**src/hdl/zcd_pkg.sv**
```systemverilog
// Package for the zip central directory parser.
// Holds widths, header offsets, result kinds and the word structs.
// Depends on nothing.
`timescale 1ns / 1ps
`default_nettype none
package zcd_pkg;

    localparam int unsigned MAX_DIR_BYTES = 32768;

    localparam int unsigned BYTE_W   = 8;
    localparam int unsigned COUNT_W  = 16;
    localparam int unsigned WORD_W   = 32;
    localparam int unsigned POS_W    = 18;
    localparam int unsigned DIRPOS_W = 17;
    localparam int unsigned LANE_W   = 2;

    localparam int unsigned HDR_LEN     = 46;
    localparam int unsigned POS_METHOD  = 10;
    localparam int unsigned POS_CRC     = 16;
    localparam int unsigned POS_CSIZE   = 20;
    localparam int unsigned POS_USIZE   = 24;
    localparam int unsigned POS_NAMELEN = 28;
    localparam int unsigned POS_EXTLEN  = 30;
    localparam int unsigned POS_CMTLEN  = 32;
    localparam int unsigned POS_OFFSET  = 42;
    localparam int unsigned METHOD_MAX  = 255;

    typedef enum logic [1:0] {
        KIND_NAME_BYTE = 2'd0,
        KIND_ENTRY     = 2'd1,
        KIND_TOO_BIG   = 2'd2,
        KIND_TRUNCATED = 2'd3
    } kind_t;

    typedef enum logic [0:0] {
        REG_ENTRY_COUNT    = 1'b0,
        REG_DIRECTORY_SIZE = 1'b1
    } cfg_index_t;

    typedef struct packed {
        logic [BYTE_W-1:0] dir_byte;
        logic              first_byte;
    } in_word_t;

    typedef struct packed {
        kind_t              kind;
        logic [COUNT_W-1:0] entry_index;
        logic [BYTE_W-1:0]  name_char;
        logic [COUNT_W-1:0] name_pos;
        logic [BYTE_W-1:0]  method;
        logic [WORD_W-1:0]  crc;
        logic [WORD_W-1:0]  comp_size;
        logic [WORD_W-1:0]  uncomp_size;
        logic [WORD_W-1:0]  local_offset;
        logic [COUNT_W-1:0] name_len;
        logic               last_entry;
    } result_t;

    typedef struct packed {
        logic [COUNT_W-1:0] entry_count;
        logic [WORD_W-1:0]  directory_size;
    } cfg_t;

endpackage
`default_nettype wire

```
**src/hdl/zcd_in_if.sv**
```systemverilog
// Input byte channel of the zip central directory parser.
// Depends on zcd_pkg.
`timescale 1ns / 1ps
`default_nettype none
interface zcd_in_if;
    logic                      valid;
    logic                      ready;
    logic [zcd_pkg::BYTE_W-1:0] dir_byte;
    logic                      first_byte;

    modport source (output valid, output dir_byte, output first_byte, input ready);
    modport sink (input valid, input dir_byte, input first_byte, output ready);
endinterface
`default_nettype wire

```
**src/hdl/zcd_out_if.sv**
```systemverilog
// Result channel of the zip central directory parser.
// Depends on zcd_pkg.
`timescale 1ns / 1ps
`default_nettype none
interface zcd_out_if;
    logic                        valid;
    logic                        ready;
    zcd_pkg::kind_t              kind;
    logic [zcd_pkg::COUNT_W-1:0] entry_index;
    logic [zcd_pkg::BYTE_W-1:0]  name_char;
    logic [zcd_pkg::COUNT_W-1:0] name_pos;
    logic [zcd_pkg::BYTE_W-1:0]  method;
    logic [zcd_pkg::WORD_W-1:0]  crc;
    logic [zcd_pkg::WORD_W-1:0]  comp_size;
    logic [zcd_pkg::WORD_W-1:0]  uncomp_size;
    logic [zcd_pkg::WORD_W-1:0]  local_offset;
    logic [zcd_pkg::COUNT_W-1:0] name_len;
    logic                        last_entry;

    modport source (
        output valid, output kind, output entry_index, output name_char,
        output name_pos, output method, output crc, output comp_size,
        output uncomp_size, output local_offset, output name_len,
        output last_entry, input ready
    );
    modport sink (
        input valid, input kind, input entry_index, input name_char,
        input name_pos, input method, input crc, input comp_size,
        input uncomp_size, input local_offset, input name_len,
        input last_entry, output ready
    );
endinterface
`default_nettype wire

```
**src/hdl/zcd_cfg_if.sv**
```systemverilog
// Configuration write channel of the zip central directory parser.
// Depends on zcd_pkg.
`timescale 1ns / 1ps
`default_nettype none
interface zcd_cfg_if;
    logic                       valid;
    logic                       ready;
    zcd_pkg::cfg_index_t        index;
    logic [zcd_pkg::WORD_W-1:0] data;

    modport source (output valid, output index, output data, input ready);
    modport sink (input valid, input index, input data, output ready);
endinterface
`default_nettype wire

```
**src/hdl/zip_central_directory_parser.sv**
```systemverilog
// Top level of the zip central directory parser.
// Depends on zcd_pkg, the channel interfaces, zcd_cfg_regs, zcd_in_stage,
// zcd_parse_core and zcd_out_stage.
//
// Channel  Modport  Word
// dir      sink     dir_byte, first_byte
// result   source   kind, entry_index, name fields, entry fields, last_entry
// cfg      sink     index, data (entry_count, directory_size)
//
// Each byte is parsed combinationally between the input register and the
// result register, so one word is taken per cycle unless the result channel
// stalls, and a result is registered as its byte leaves the input register.
// A stall on the result channel holds the result register, then the input
// register, and then drops dir.ready. Reset leaves the parser stopped until a
// byte with first_byte set arrives. Configuration writes are taken every cycle.
`timescale 1ns / 1ps
`default_nettype none
module zip_central_directory_parser (
    input  wire logic clk,
    input  wire logic rst_n,
    zcd_in_if.sink    dir,
    zcd_out_if.source result,
    zcd_cfg_if.sink   cfg
);
    import zcd_pkg::*;

    cfg_t     cfg_word;
    in_word_t in_word;
    result_t  res_word;
    logic     word_valid;
    logic     take;
    logic     space;
    logic     res_valid;

    zcd_cfg_regs u_cfg_regs (
        .clk     (clk),
        .rst_n   (rst_n),
        .cfg     (cfg),
        .cfg_out (cfg_word)
    );

    zcd_in_stage u_in_stage (
        .clk        (clk),
        .rst_n      (rst_n),
        .dir        (dir),
        .take       (take),
        .word_valid (word_valid),
        .word       (in_word)
    );

    zcd_parse_core u_parse_core (
        .clk        (clk),
        .rst_n      (rst_n),
        .word_valid (word_valid),
        .word       (in_word),
        .cfg        (cfg_word),
        .space      (space),
        .take       (take),
        .res_valid  (res_valid),
        .res        (res_word)
    );

    zcd_out_stage u_out_stage (
        .clk    (clk),
        .rst_n  (rst_n),
        .load   (take && res_valid),
        .res    (res_word),
        .space  (space),
        .result (result)
    );

endmodule
`default_nettype wire

```
**src/hdl/zcd_cfg_regs.sv**
```systemverilog
// Configuration registers: entry count and directory size.
// Depends on zcd_pkg and zcd_cfg_if.
`timescale 1ns / 1ps
`default_nettype none
module zcd_cfg_regs (
    input  wire logic    clk,
    input  wire logic    rst_n,
    zcd_cfg_if.sink      cfg,
    output zcd_pkg::cfg_t cfg_out
);
    import zcd_pkg::*;

    logic [COUNT_W-1:0] entry_count_reg;
    logic [COUNT_W-1:0] entry_count_next;
    logic [WORD_W-1:0]  directory_size_reg;
    logic [WORD_W-1:0]  directory_size_next;

    assign cfg.ready = 1'b1;

    always_comb
    begin
        entry_count_next    = entry_count_reg;
        directory_size_next = directory_size_reg;
        if (cfg.valid)
        begin
            case (cfg.index)
                REG_ENTRY_COUNT:    entry_count_next = cfg.data[COUNT_W-1:0];
                REG_DIRECTORY_SIZE: directory_size_next = cfg.data;
                default:            entry_count_next = entry_count_reg;
            endcase
        end
    end

    always_ff @(posedge clk or negedge rst_n)
    begin
        if (!rst_n)
        begin
            entry_count_reg    <= '0;
            directory_size_reg <= '0;
        end
        else
        begin
            entry_count_reg    <= entry_count_next;
            directory_size_reg <= directory_size_next;
        end
    end

    assign cfg_out.entry_count    = entry_count_reg;
    assign cfg_out.directory_size = directory_size_reg;

endmodule
`default_nettype wire

```
**src/hdl/zcd_in_stage.sv**
```systemverilog
// Input register for directory bytes.
// Depends on zcd_pkg and zcd_in_if.
`timescale 1ns / 1ps
`default_nettype none
module zcd_in_stage (
    input  wire logic        clk,
    input  wire logic        rst_n,
    zcd_in_if.sink           dir,
    input  wire logic        take,
    output logic             word_valid,
    output zcd_pkg::in_word_t word
);
    import zcd_pkg::*;

    logic     valid_reg;
    logic     valid_next;
    in_word_t word_reg;
    logic     load;

    assign dir.ready = !valid_reg || take;
    assign load      = dir.valid && dir.ready;

    always_comb
    begin
        valid_next = valid_reg;
        if (load)
        begin
            valid_next = 1'b1;
        end
        else if (take)
        begin
            valid_next = 1'b0;
        end
    end

    always_ff @(posedge clk or negedge rst_n)
    begin
        if (!rst_n)
        begin
            valid_reg <= 1'b0;
        end
        else
        begin
            valid_reg <= valid_next;
        end
    end

    always_ff @(posedge clk)
    begin
        if (load)
        begin
            word_reg.dir_byte   <= dir.dir_byte;
            word_reg.first_byte <= dir.first_byte;
        end
    end

    assign word_valid = valid_reg;
    assign word       = word_reg;

endmodule
`default_nettype wire

```
**src/hdl/zcd_parse_core.sv**
```systemverilog
// Record parser state and the per-byte update logic.
// Depends on zcd_pkg.
`timescale 1ns / 1ps
`default_nettype none
module zcd_parse_core (
    input  wire logic             clk,
    input  wire logic             rst_n,
    input  wire logic             word_valid,
    input  wire zcd_pkg::in_word_t word,
    input  wire zcd_pkg::cfg_t    cfg,
    input  wire logic             space,
    output logic                  take,
    output logic                  res_valid,
    output zcd_pkg::result_t      res
);
    import zcd_pkg::*;

    logic [POS_W-1:0]    record_pos_reg, record_pos_next;
    logic [DIRPOS_W-1:0] dir_pos_reg, dir_pos_next;
    logic [POS_W-1:0]    record_end_reg, record_end_next;
    logic [COUNT_W-1:0]  entries_left_reg, entries_left_next;
    logic [COUNT_W-1:0]  entry_number_reg, entry_number_next;
    logic [WORD_W-1:0]   crc_reg, crc_next;
    logic [WORD_W-1:0]   csize_reg, csize_next;
    logic [WORD_W-1:0]   usize_reg, usize_next;
    logic [WORD_W-1:0]   offset_reg, offset_next;
    logic [COUNT_W-1:0]  method_reg, method_next;
    logic [COUNT_W-1:0]  name_len_reg, name_len_next;
    logic [COUNT_W-1:0]  extra_len_reg, extra_len_next;
    logic [COUNT_W-1:0]  comment_len_reg, comment_len_next;
    logic                stopped_reg, stopped_next;

    logic               active;
    logic [POS_W-1:0]   p;
    logic [POS_W:0]     p_plus;
    logic [LANE_W-1:0]  lane;
    logic [POS_W-1:0]   rec_len;
    logic [WORD_W:0]    rec_limit;
    logic [POS_W-1:0]   name_end;
    logic [BYTE_W-1:0]  b;

    assign take = word_valid && space;

    always_comb
    begin
        record_pos_next   = record_pos_reg;
        dir_pos_next      = dir_pos_reg;
        record_end_next   = record_end_reg;
        entries_left_next = entries_left_reg;
        entry_number_next = entry_number_reg;
        crc_next          = crc_reg;
        csize_next        = csize_reg;
        usize_next        = usize_reg;
        offset_next       = offset_reg;
        method_next       = method_reg;
        name_len_next     = name_len_reg;
        extra_len_next    = extra_len_reg;
        comment_len_next  = comment_len_reg;
        stopped_next      = stopped_reg;
        res_valid         = 1'b0;
        res               = '0;
        active            = 1'b0;
        b                 = word.dir_byte;
        lane              = '0;
        rec_len           = '0;
        rec_limit         = '0;
        name_end          = '0;
        p                 = '0;
        p_plus            = '0;

        if (word.first_byte)
        begin
            dir_pos_next      = '0;
            entries_left_next = cfg.entry_count;
            entry_number_next = '0;
            record_pos_next   = '0;
            record_end_next   = '0;
            crc_next          = '0;
            csize_next        = '0;
            usize_next        = '0;
            offset_next       = '0;
            method_next       = '0;
            name_len_next     = '0;
            extra_len_next    = '0;
            comment_len_next  = '0;
            stopped_next      = 1'b0;
            if (cfg.directory_size > WORD_W'(MAX_DIR_BYTES))
            begin
                stopped_next = 1'b1;
                res_valid    = 1'b1;
                res.kind     = KIND_TOO_BIG;
            end
            else if (cfg.entry_count == '0)
            begin
                stopped_next = 1'b1;
            end
            else
            begin
                active = 1'b1;
            end
        end
        else if (!stopped_reg)
        begin
            active = 1'b1;
        end

        if (active)
        begin
            p = record_pos_next;
            if (p inside {[POS_METHOD:POS_METHOD+1]})
            begin
                method_next[{p[0], 3'b000} +: BYTE_W] = b;
            end
            else if (p inside {[POS_CRC:POS_CRC+3]})
            begin
                crc_next[{p[1:0], 3'b000} +: BYTE_W] = b;
            end
            else if (p inside {[POS_CSIZE:POS_CSIZE+3]})
            begin
                csize_next[{p[1:0], 3'b000} +: BYTE_W] = b;
            end
            else if (p inside {[POS_USIZE:POS_USIZE+3]})
            begin
                usize_next[{p[1:0], 3'b000} +: BYTE_W] = b;
            end
            else if (p inside {[POS_NAMELEN:POS_NAMELEN+1]})
            begin
                name_len_next[{p[0], 3'b000} +: BYTE_W] = b;
            end
            else if (p inside {[POS_EXTLEN:POS_EXTLEN+1]})
            begin
                extra_len_next[{p[0], 3'b000} +: BYTE_W] = b;
            end
            else if (p inside {[POS_CMTLEN:POS_CMTLEN+1]})
            begin
                comment_len_next[{p[0], 3'b000} +: BYTE_W] = b;
            end
            else if (p inside {[POS_OFFSET:POS_OFFSET+3]})
            begin
                lane = LANE_W'(p - POS_W'(POS_OFFSET));
                offset_next[{lane, 3'b000} +: BYTE_W] = b;
            end

            if (p == POS_W'(POS_CMTLEN + 1))
            begin
                rec_len = POS_W'(HDR_LEN) + POS_W'(name_len_next)
                        + POS_W'(extra_len_next) + POS_W'(comment_len_next);
                record_end_next = rec_len;
                rec_limit = (WORD_W+1)'(dir_pos_next) + (WORD_W+1)'(rec_len);
                if (rec_limit > (WORD_W+1)'(cfg.directory_size))
                begin
                    stopped_next    = 1'b1;
                    res_valid       = 1'b1;
                    res.kind        = KIND_TRUNCATED;
                    res.entry_index = entry_number_next;
                end
            end

            if (!(res_valid && res.kind == KIND_TRUNCATED))
            begin
                name_end = POS_W'(HDR_LEN) + POS_W'(name_len_next);
                if (p == POS_W'(HDR_LEN - 1))
                begin
                    res_valid        = 1'b1;
                    res.kind         = KIND_ENTRY;
                    res.entry_index  = entry_number_next;
                    res.method       = (method_next > COUNT_W'(METHOD_MAX))
                                     ? BYTE_W'(METHOD_MAX) : method_next[BYTE_W-1:0];
                    res.crc          = crc_next;
                    res.comp_size    = csize_next;
                    res.uncomp_size  = usize_next;
                    res.local_offset = offset_next;
                    res.name_len     = name_len_next;
                    res.last_entry   = (entries_left_next == COUNT_W'(1));
                end
                else if (p >= POS_W'(HDR_LEN) && p < name_end)
                begin
                    res_valid       = 1'b1;
                    res.kind        = KIND_NAME_BYTE;
                    res.entry_index = entry_number_next;
                    res.name_char   = b;
                    res.name_pos    = COUNT_W'(p - POS_W'(HDR_LEN));
                end

                p_plus = (POS_W+1)'(p) + (POS_W+1)'(1);
                if (p >= POS_W'(HDR_LEN - 1) && p_plus >= (POS_W+1)'(record_end_next))
                begin
                    dir_pos_next      = dir_pos_next + record_end_next[DIRPOS_W-1:0];
                    entries_left_next = entries_left_next - COUNT_W'(1);
                    entry_number_next = entry_number_next + COUNT_W'(1);
                    record_pos_next   = '0;
                    record_end_next   = '0;
                    crc_next          = '0;
                    csize_next        = '0;
                    usize_next        = '0;
                    offset_next       = '0;
                    method_next       = '0;
                    name_len_next     = '0;
                    extra_len_next    = '0;
                    comment_len_next  = '0;
                    if (entries_left_next == '0)
                    begin
                        stopped_next = 1'b1;
                    end
                end
                else
                begin
                    record_pos_next = p_plus[POS_W-1:0];
                end
            end
        end
    end

    always_ff @(posedge clk or negedge rst_n)
    begin
        if (!rst_n)
        begin
            record_pos_reg   <= '0;
            dir_pos_reg      <= '0;
            record_end_reg   <= '0;
            entries_left_reg <= '0;
            entry_number_reg <= '0;
            crc_reg          <= '0;
            csize_reg        <= '0;
            usize_reg        <= '0;
            offset_reg       <= '0;
            method_reg       <= '0;
            name_len_reg     <= '0;
            extra_len_reg    <= '0;
            comment_len_reg  <= '0;
            stopped_reg      <= 1'b1;
        end
        else if (take)
        begin
            record_pos_reg   <= record_pos_next;
            dir_pos_reg      <= dir_pos_next;
            record_end_reg   <= record_end_next;
            entries_left_reg <= entries_left_next;
            entry_number_reg <= entry_number_next;
            crc_reg          <= crc_next;
            csize_reg        <= csize_next;
            usize_reg        <= usize_next;
            offset_reg       <= offset_next;
            method_reg       <= method_next;
            name_len_reg     <= name_len_next;
            extra_len_reg    <= extra_len_next;
            comment_len_reg  <= comment_len_next;
            stopped_reg      <= stopped_next;
        end
    end

endmodule
`default_nettype wire

```
**src/hdl/zcd_out_stage.sv**
```systemverilog
// Result register that drives the result channel.
// Depends on zcd_pkg and zcd_out_if.
`timescale 1ns / 1ps
`default_nettype none
module zcd_out_stage (
    input  wire logic             clk,
    input  wire logic             rst_n,
    input  wire logic             load,
    input  wire zcd_pkg::result_t res,
    output logic                  space,
    zcd_out_if.source             result
);
    import zcd_pkg::*;

    logic    valid_reg;
    logic    valid_next;
    result_t res_reg;

    assign space = !valid_reg || result.ready;

    always_comb
    begin
        valid_next = valid_reg;
        if (load)
        begin
            valid_next = 1'b1;
        end
        else if (result.ready)
        begin
            valid_next = 1'b0;
        end
    end

    always_ff @(posedge clk or negedge rst_n)
    begin
        if (!rst_n)
        begin
            valid_reg <= 1'b0;
        end
        else
        begin
            valid_reg <= valid_next;
        end
    end

    always_ff @(posedge clk)
    begin
        if (load)
        begin
            res_reg <= res;
        end
    end

    assign result.valid        = valid_reg;
    assign result.kind         = res_reg.kind;
    assign result.entry_index  = res_reg.entry_index;
    assign result.name_char    = res_reg.name_char;
    assign result.name_pos     = res_reg.name_pos;
    assign result.method       = res_reg.method;
    assign result.crc          = res_reg.crc;
    assign result.comp_size    = res_reg.comp_size;
    assign result.uncomp_size  = res_reg.uncomp_size;
    assign result.local_offset = res_reg.local_offset;
    assign result.name_len     = res_reg.name_len;
    assign result.last_entry   = res_reg.last_entry;

endmodule
`default_nettype wire

```
**src/flat_wrapper.sv**
```systemverilog
// flat-port wrapper written by rule: the top's interface ports become plain ports
module zip_central_directory_parser_flat import zcd_pkg::*;
  (clk, rst_n, dir_valid, dir_dir_byte, dir_first_byte, dir_ready, result_valid, result_kind, result_entry_index, result_name_char, result_name_pos, result_method, result_crc, result_comp_size, result_uncomp_size, result_local_offset, result_name_len, result_last_entry, result_ready, cfg_valid, cfg_index, cfg_data, cfg_ready);
  zcd_in_if dir_i ();
  zcd_out_if result_i ();
  zcd_cfg_if cfg_i ();
  input  wire logic clk;
  input  wire logic rst_n;
  input wire logic [$bits(dir_i.valid)-1:0] dir_valid;
  input wire logic [$bits(dir_i.dir_byte)-1:0] dir_dir_byte;
  input wire logic [$bits(dir_i.first_byte)-1:0] dir_first_byte;
  output wire logic [$bits(dir_i.ready)-1:0] dir_ready;
  output wire logic [$bits(result_i.valid)-1:0] result_valid;
  output wire logic [$bits(result_i.kind)-1:0] result_kind;
  output wire logic [$bits(result_i.entry_index)-1:0] result_entry_index;
  output wire logic [$bits(result_i.name_char)-1:0] result_name_char;
  output wire logic [$bits(result_i.name_pos)-1:0] result_name_pos;
  output wire logic [$bits(result_i.method)-1:0] result_method;
  output wire logic [$bits(result_i.crc)-1:0] result_crc;
  output wire logic [$bits(result_i.comp_size)-1:0] result_comp_size;
  output wire logic [$bits(result_i.uncomp_size)-1:0] result_uncomp_size;
  output wire logic [$bits(result_i.local_offset)-1:0] result_local_offset;
  output wire logic [$bits(result_i.name_len)-1:0] result_name_len;
  output wire logic [$bits(result_i.last_entry)-1:0] result_last_entry;
  input wire logic [$bits(result_i.ready)-1:0] result_ready;
  input wire logic [$bits(cfg_i.valid)-1:0] cfg_valid;
  input wire logic [$bits(cfg_i.index)-1:0] cfg_index;
  input wire logic [$bits(cfg_i.data)-1:0] cfg_data;
  output wire logic [$bits(cfg_i.ready)-1:0] cfg_ready;
  assign dir_i.valid = dir_valid;
  assign dir_i.dir_byte = dir_dir_byte;
  assign dir_i.first_byte = dir_first_byte;
  assign dir_ready = dir_i.ready;
  assign result_valid = result_i.valid;
  assign result_kind = result_i.kind;
  assign result_entry_index = result_i.entry_index;
  assign result_name_char = result_i.name_char;
  assign result_name_pos = result_i.name_pos;
  assign result_method = result_i.method;
  assign result_crc = result_i.crc;
  assign result_comp_size = result_i.comp_size;
  assign result_uncomp_size = result_i.uncomp_size;
  assign result_local_offset = result_i.local_offset;
  assign result_name_len = result_i.name_len;
  assign result_last_entry = result_i.last_entry;
  assign result_i.ready = result_ready;
  assign cfg_i.valid = cfg_valid;
  assign cfg_i.index = cfg_index;
  assign cfg_i.data = cfg_data;
  assign cfg_ready = cfg_i.ready;
  zip_central_directory_parser u_core (.clk(clk), .rst_n(rst_n), .dir(dir_i), .result(result_i), .cfg(cfg_i));
endmodule
```
**config.mk**
```make
export PLATFORM = sky130hd
export DESIGN_NAME = zip_central_directory_parser_flat
export DESIGN_NICKNAME = d
export VERILOG_FILES = /design/src/hdl/zcd_pkg.sv /design/src/hdl/zcd_in_if.sv /design/src/hdl/zcd_out_if.sv /design/src/hdl/zcd_cfg_if.sv /design/src/hdl/zip_central_directory_parser.sv /design/src/hdl/zcd_cfg_regs.sv /design/src/hdl/zcd_in_stage.sv /design/src/hdl/zcd_parse_core.sv /design/src/hdl/zcd_out_stage.sv /design/src/flat_wrapper.sv
export SDC_FILE = /design/constraint.sdc
export NUM_CORES = 1
export LEC_CHECK = 0
export BUFFER_PORTS_ARGS = -buffer_cell sky130_fd_sc_hd__clkbuf_2
export CORE_UTILIZATION = 43
export CTS_BUF_LIST = sky130_fd_sc_hd__clkbuf_8 sky130_fd_sc_hd__clkbuf_16
export CTS_CLUSTER_SIZE = 25
export DETAILED_ROUTE_END_ITERATION = 6
export SLEW_MARGIN = 10
export SYNTH_ARGS = -nofsm -noshare
export SYNTH_HDL_FRONTEND = slang
export SYNTH_SLANG_ARGS = --single-unit
```
**constraint.sdc**
```tcl
create_clock -name clk -period 19.7 [get_ports clk]
set_clock_uncertainty 0.15 [all_clocks]
set_input_delay 0.985 -clock clk [delete_from_list [all_inputs] [get_ports clk]]
set_output_delay 0.985 -clock clk [all_outputs]
set_load 0.02 [all_outputs]
```
After elaboration in Yosys (flattened, before gate mapping)
Index checks and enable logic that the tools add are counted.
- register bits: 532
- input port bits: 47
- output and inout port bits: 198
- logic and storage cells: 247
- $add $sub $neg: 13
- $lt $le $gt $ge: 23
- equality and inequality tests: 4
- shifts and indexed selects: 6
- multiplexer cells: 140
- bitwise gates (word level): 4
- reductions and logical operators: 26
- operators with widths (operator ; number):
    $mux 32 ; 33
    $mux 16 ; 47
    $mux 195 ; 2
    $mux 18 ; 14
    $mux 153 ; 1
    $bwmux 32 ; 4
    $ge 18x5->1 const B ; 5
    $le 18x5->1 const B ; 5
    $ge 18x6->1 const B ; 4
    $mux 17 ; 4
    $bwmux 16 ; 4
    $shift 8x7->32 const A ; 2
    $shiftx 8x7->32 ; 2
    $mux 42 ; 1
    $add 18x16->18 ; 2
    $eq 18x6->1 const B ; 2
    $le 18x6->1 const B ; 2
    $gt 19x32->1 ; 1
    $gt 32x16->1 const B ; 1
    $logic_not 16->1 ; 2
    $mux 1 ; 26
    $mux 24 ; 1
    $add 17x18->19 ; 1
    $add 18x1->19 const B ; 1
    other kinds (27) ; 49

Logic depth before layout (Yosys ltp)
- depth after elaboration: 24
- gate-level depth with buffers: 45
- gate-level depth less buffers: 40

Hierarchy
A second synthesis with hierarchy kept.
- cells, all modules: 2893
- area, all modules: 29036.6 um2
- modules (own cells, without submodules) (module ; instances ; cells each ; area an instance (um2) ; sequential area each (um2)):
    zcd_parse_core ; 1 ; 2576 ; 20968.9 ; 6957.9
    zcd_out_stage ; 1 ; 198 ; 5903.2 ; 5880.6
    zcd_cfg_regs ; 1 ; 105 ; 1834.3 ; 1201.2
    zcd_in_stage ; 1 ; 13 ; 324.1 ; 295.3
    zip_central_directory_parser ; 1 ; 1 ; 6.3 ; 0.0

Worst setup path after synthesis
No wires, ideal clock.
- path kind: reg2reg
- start point: reg u_core.u_in_stage.word_reg (netlist bit u_core.u_in_stage.word[0])
- end point: reg u_core.u_out_stage.res_reg (netlist bit u_core.u_out_stage.result.comp_size[0]) (enable)
- library setup time: 753 ps
- arrival time: 16785 ps
- data required time: 18797 ps
- path slack: 2012 ps
- cell stages (with the launch flop): 39
- buffers on the path: 5
- period minus slack after synthesis: 17688 ps
- path through: edfxtp_1 > clkbuf_1 > buf_2 > buf_2 > nor2b_1 > inv_1 > ha_1 > o2111ai_2 > nor3_4 > nor4_1 > and2_1 > clkbuf_1 > clkbuf_1 > nand2_1 > o21ai_0 > fa_1 > ha_1 > fa_1 > (+3 left out) > xnor2_1 > ha_1 > o41ai_1 > o21ai_0 > a311o_1 > a221oi_1 > o21ai_0 > a211oi_1 > nor2_1 > ha_1 > and4b_1 > nand3_1 > o211ai_1 > a211oi_1 > nor2_1 > o21ai_0 > o21ai_0 > nor2_1
- cells in the longest elaborated chain, start to end: 23
- elaborated cells on any way between the ends: 79
- classes of those cells: 5 x add/sub; 17 x order compare; 3 x eq/ne; 2 x shift; 42 x mux; 10 x reduce/logical
- RTL lines (what ; line ; text):
    start: declaration ; zcd_in_stage.sv:17 ; in_word_t word_reg;
    $mux 18 ; zcd_parse_core.sv:71 ; if (word.first_byte)
    $neg 4->6 ; zcd_parse_core.sv:128, zcd_parse_core.sv:132, zcd_parse_core.sv:136 ;
    $shiftx 8x6->16 or $shift 8x6->16 (tied branches) ; zcd_parse_core.sv:128, zcd_parse_core.sv:132, zcd_parse_core.sv:136 ;
    $bwmux 16, on equally long branches ; zcd_parse_core.sv:128, zcd_parse_core.sv:132, zcd_parse_core.sv:136 ;
    $mux 16, on equally long branches ; zcd_parse_core.sv:126, zcd_parse_core.sv:130, zcd_parse_core.sv:134 ;
    $mux 16, on equally long branches ; zcd_parse_core.sv:122, zcd_parse_core.sv:126, zcd_parse_core.sv:130 ;
    $mux 16, on equally long branches ; zcd_parse_core.sv:118, zcd_parse_core.sv:122, zcd_parse_core.sv:126 ;
    $mux 16, on equally long branches ; zcd_parse_core.sv:114, zcd_parse_core.sv:118, zcd_parse_core.sv:122 ;
    (+8 left out) ; -- ;
    $mux 1 or $mux 18 (tied branches) ; zcd_parse_core.sv:144 ; if (p == POS_W'(POS_CMTLEN + 1))
    $mux 1 or $mux 18 (tied branches) ; zcd_parse_core.sv:107 ; if (active)
    $mux 1 or $eq 2x2->1 (tied branches) ; zcd_parse_core.sv:176, zcd_parse_core.sv:159 ;
    $mux 1 or $logic_and 1x1->1 (tied branches) ; zcd_parse_core.sv:162, zcd_parse_core.sv:159 ;
    $mux 1 ; zcd_parse_core.sv:159 ; if (!(res_valid && res.kind == KIND_TRUNCATED))
    $mux 1 * ; zcd_parse_core.sv:107 ;
    $logic_and 1x1->1 * ; zip_central_directory_parser.sv:66 ; .load (take && res_valid),
    named net u_core.u_out_stage.load ; zcd_out_stage.sv:8 ; input wire logic load,
    end signal: assignment ; zcd_out_stage.sv:50 ; res_reg <= res;
    end: declaration ; zcd_out_stage.sv:17 ; result_t res_reg;
Mark *: on every way through the listed nets, which the timed path passes. The rest lies on a longest branch. The select of a mux whose other input is x is not followed.
A chain may end at the register's enable or synchronous reset.

Worst setup path after layout
- start point: reg u_core.u_in_stage.word_reg (netlist bit u_core.u_in_stage.word[0])
- end point: reg u_core.u_out_stage.res_reg (netlist bit u_core.u_out_stage.result.local_offset[3]) (data pin)
- cells in the longest elaborated chain, start to end: 21
- elaborated cells on any way between the ends: 91
- classes of those cells: 7 x add/sub; 17 x order compare; 3 x eq/ne; 4 x shift; 48 x mux; 2 x bitwise; 10 x reduce/logical
- RTL lines (what ; line ; text):
    $mux 18 ; zcd_parse_core.sv:71 ;
    $neg 4->6 ; zcd_parse_core.sv:128, zcd_parse_core.sv:132, zcd_parse_core.sv:136 ;
    $shiftx 8x6->16 or $shift 8x6->16 (tied branches) ; zcd_parse_core.sv:128, zcd_parse_core.sv:132, zcd_parse_core.sv:136 ;
    $bwmux 16, on equally long branches ; zcd_parse_core.sv:128, zcd_parse_core.sv:132, zcd_parse_core.sv:136 ;
    $mux 16, on equally long branches ; zcd_parse_core.sv:126, zcd_parse_core.sv:130, zcd_parse_core.sv:134 ;
    $mux 16, on equally long branches ; zcd_parse_core.sv:122, zcd_parse_core.sv:126, zcd_parse_core.sv:130 ;
    $mux 16, on equally long branches ; zcd_parse_core.sv:118, zcd_parse_core.sv:122, zcd_parse_core.sv:126 ;
    $mux 16, on equally long branches ; zcd_parse_core.sv:114, zcd_parse_core.sv:118, zcd_parse_core.sv:122 ;
    (+5 left out) ; -- ;
    $add 17x18->19 ; zcd_parse_core.sv:149 ; rec_limit = (WORD_W+1)'(dir_pos_next) + (WORD_W+1)'(rec_len);
    $gt 19x32->1 ; zcd_parse_core.sv:150 ; if (rec_limit > (WORD_W+1)'(cfg.directory_size))
    $mux 18 ; zcd_parse_core.sv:150 ;
    $mux 18 ; zcd_parse_core.sv:144 ;
    $mux 18 ; zcd_parse_core.sv:107 ;
    $eq 2x2->1 ; zcd_parse_core.sv:159 ;
    $logic_and 1x1->1 ; zcd_parse_core.sv:159 ;
    $reduce_or 3->1 (no source line) ; -- ;
Several ways; a longest one is shown, not always the timed one. The select of a mux whose other input is x is not followed.

==> impl_summary.txt <==
----------------------------------------------------
[Drt]
  Via total after detailed routing ... around 23k
  Ratio of routed vias to standard cells ... slightly above 6
  Detailed Route WL ... about 91000 um
  Initial DRC Count ... 2315
  Post-route antenna net violation count ... 0
  Routed len/inst ... approximately 24 um
  Post-detailed-route DRC marker count ... 25
  Count of TritonRoute iterations in the first routing pass ... 7

[Finish]
  Final net count ... 3113
  Diode insertion count for antenna repair ... 0
  Layout area overhead ... 13.7%
  Final std cell area, no fill ... between 0.03 and 0.04 mm^2
  Proportion of layout cells with a drive suffix above 1 ... between 10% and 20%
  Most frequent cells in the layout ... dfrtp_1, nor2_1, clkbuf_2, edfxtp_1, nand2_1
  Most common library cell in the layout ignoring fill and taps ... dfrtp_1

[Floorplanning]
  Die outline area ... 0.0681 mm^2
  Die width ... roughly 260 um
  Count of standard-cell rows ... 94
  Initial standard-cell utilization of the core ... a little over two fifths
  IO Count ... about 250
  Core area ... between 0.06 and 0.07 mm^2
  Die height ... 261 um

[Hold path]
  Hold WC Path Type ... in -> async

[Synthesis]
  Number of flops mapped to enable cells by yosys ... about 200
  Count of cell types in the netlist ... 89
  Mean Syn Cell Area ... ~10 um^2
  Number of instances in the synthesized netlist ... between 2k and 3k
  Count of synthesis-stage warnings from yosys ... 0
  Part of the Yosys area used for sequential elements ... between 40% and 50%
  Net count after synthesis ... around 3.0k
  Flip-flop cell with the highest count after synthesis ... dfrtp_1
  Post-synth design cell area ... 0.0288 mm^2
  Register bit count reported by yosys ... approximately 530
  Synth async-reset ratio ... roughly 60%

[Timing]
  Period utilisation layout ... between 60% and 70%
  Final setup violation count ... 0
  RSZ-0062 raised after global routing ... no
  Setup TNS ... 0 ps
  Headroom to the max-slew limit ... 16.9%
  Crit path setup slack, layout ... roughly 7000 ps
  Final count of hold timing violations ... 0
  Transition at the pin with the smallest max-transition slack ... between 1000 and 1500 ps
  Number of pins with negative max-slew slack in the final report ... 0
  Final critical delay including setup and external delays ... 12660 ps
  Timing-limited maximum frequency ... 79.0 MHz

[Power and ir drop]
  Leakage power total ... between 10 and 15 nW
  Power density over cell area ... approximately 90 mW/mm^2
  Worst voltage drop across the vdd grid ... ~66 uV

[Setup path]
  Required time of the critical path ... 20020 ps
  Crit path arrival time ... ~13000 ps
  Most common cell on crit path ... ha_1
  Startpoint type of the worst setup path ... register
  Top fanout value on the critical path ... 91
  Endpoint type of the worst setup path ... register
  Startpoint-to-endpoint class of the critical path ... reg -> reg
  Worst path max stage delay ... 820 ps
  Critical-path cell with the highest stage delay ... a2111oi_0

[GRT]
  Wire length of the first global-routing pass ... 139000 um
  Total track usage ... 26.5%
  Overall overflow remaining after global route ... 0
  Number of antenna violations at the first check in global routing ... 2
  Number of global-route vias before repair ... around 23k
  Pin count of the biggest net entering global routing ... ~160

[Run status]
  Outcome ... finished, violations left
  Failing checks ... DRC

[Job]
  Max-cap viol count ... 0

[CTS]
  TritonCTS buffer count ... 58
  Sinks on Clock Net ... 532
  Maximum root-to-sink buffer count ... 3
  CTS tree ... built
  Number of gates resized after CTS ... 0
  Setup Fix Bufs, Post-CTS ... 0
  # hold bufs at CTS ... 0
  Clock latency on the worst-skew pair ... between 600 and 700 ps
  H-tree Lvls ... 2
  Clock Tree Root ... clkbuf_16
  Clock slew at the register clock pins of the worst setup and hold paths ... 60 ps

[Placement]
  Worst setup timing slack at the placement stage ... between 6000 and 7000 ps
  Final estimated routing congestion in global placement ... 0.986
  Final HPWL from detailed placement ... ~64000 um
  Post-DP Area ... between 0.03 and 0.04 mm^2
  Number of buffers added on ports ... about 240

----------------------------------------------------
power breakdown:
group          switching (W)  total (W)  leakage (nW)  internal [W]
sequential         0.0000505    0.00128          6.43       0.00122
clock               0.000474    0.00115          1.04      0.000672
combinational       0.000333   0.000459          6.51      0.000126
critical path, delay by kind of cell (launching register included):
family	cells	cell delay, ps
buffers and inverters	6	2110
multiplexers	1	340
AO/OA/AOI/OAI	16	5020
AND/OR/NAND/NOR	6	1800
flip-flops	1	320
XOR/XNOR	3	440
adder cells (fa/ha/maj)	6	2180
layer usage:
metal / part of all wire [%] / track usage, % / routed length [um]
met1: 43 / 36.4 / 39500
met3: 6.5 / 3.90 / 5880
met2: 46 / 42.7 / 42400
met5: 0.014 / 0 / 13
met4: 3.7 / 9.54 / 3340
metrics by stage:
step,util [%],hold slack (ps),cells,power (W)
after CTS,49.6,282,3853,0.00290
final,49.6,242,3854,0.00288
after global routing,49.6,294,3854,0.00299
after detailed placement,46.5,314,3743,0.00175
after global placement,46.5,304,3743,0.00174
after floorplan,-,288,2787,0.00158
cell type report:
cell class,instances,area [um^2]
Multi-Input combinational cell,1974,13500
Timing Repair Buffer,283,1550
Clock inverter,48,528
Tap cell,864,1080
Sequential cell,532,14300
Fill cell,6095,33300
Inverter,91,342
Clock buffer,62,1510
kinds of logic after synthesis:
family | after synthesis | synth area share, %
fa+ha+maj | 127 | 5.89
mux | 81 | 3.04
compound gates | 769 | 18.8
xor+xnor | 102 | 3.24
other cells | 1 | 0.0130
flops | 532 | 49.7
buf+inv | 281 | 3.83
simple gates | 894 | 15.5
Yosys cell counts, types with 64 or more instances:
cell type    n  area, um^2
dfrtp_1    327        8180
nor2_1     262         983
a22o_1     179        1570
xnor2_1     70         613
nor2b_1     64         400
ha_1       111        1390
clkbuf_1   128         480
edfxtp_1   204        6130
a21oi_1    126         631
o21ai_0    135         676
inv_1       90         338
nand2_1    204         766
a22oi_1    118         886
final timing paths:
path,from,end,slack [ps],cells past startpoint
min in group clk,u_core.u_parse_core.record_end_reg[13],u_core.u_parse_core.record_end_reg[13],330,2
worst min register to register,u_core.u_parse_core.record_end_reg[13],u_core.u_parse_core.record_end_reg[13],330,2
max in group asynchronous,rst_n,u_core.u_parse_core.offset_reg[31],17570,2
worst max-delay path,u_core.u_in_stage.word[0],u_core.u_out_stage.result.local_offset[3],7040,38
worst max register to register,u_core.u_in_stage.word[0],u_core.u_out_stage.result.local_offset[3],7040,38
worst min-delay path,rst_n,u_core.u_cfg_regs.directory_size_reg[31],240,1
(Power assumes the default switching activity.)
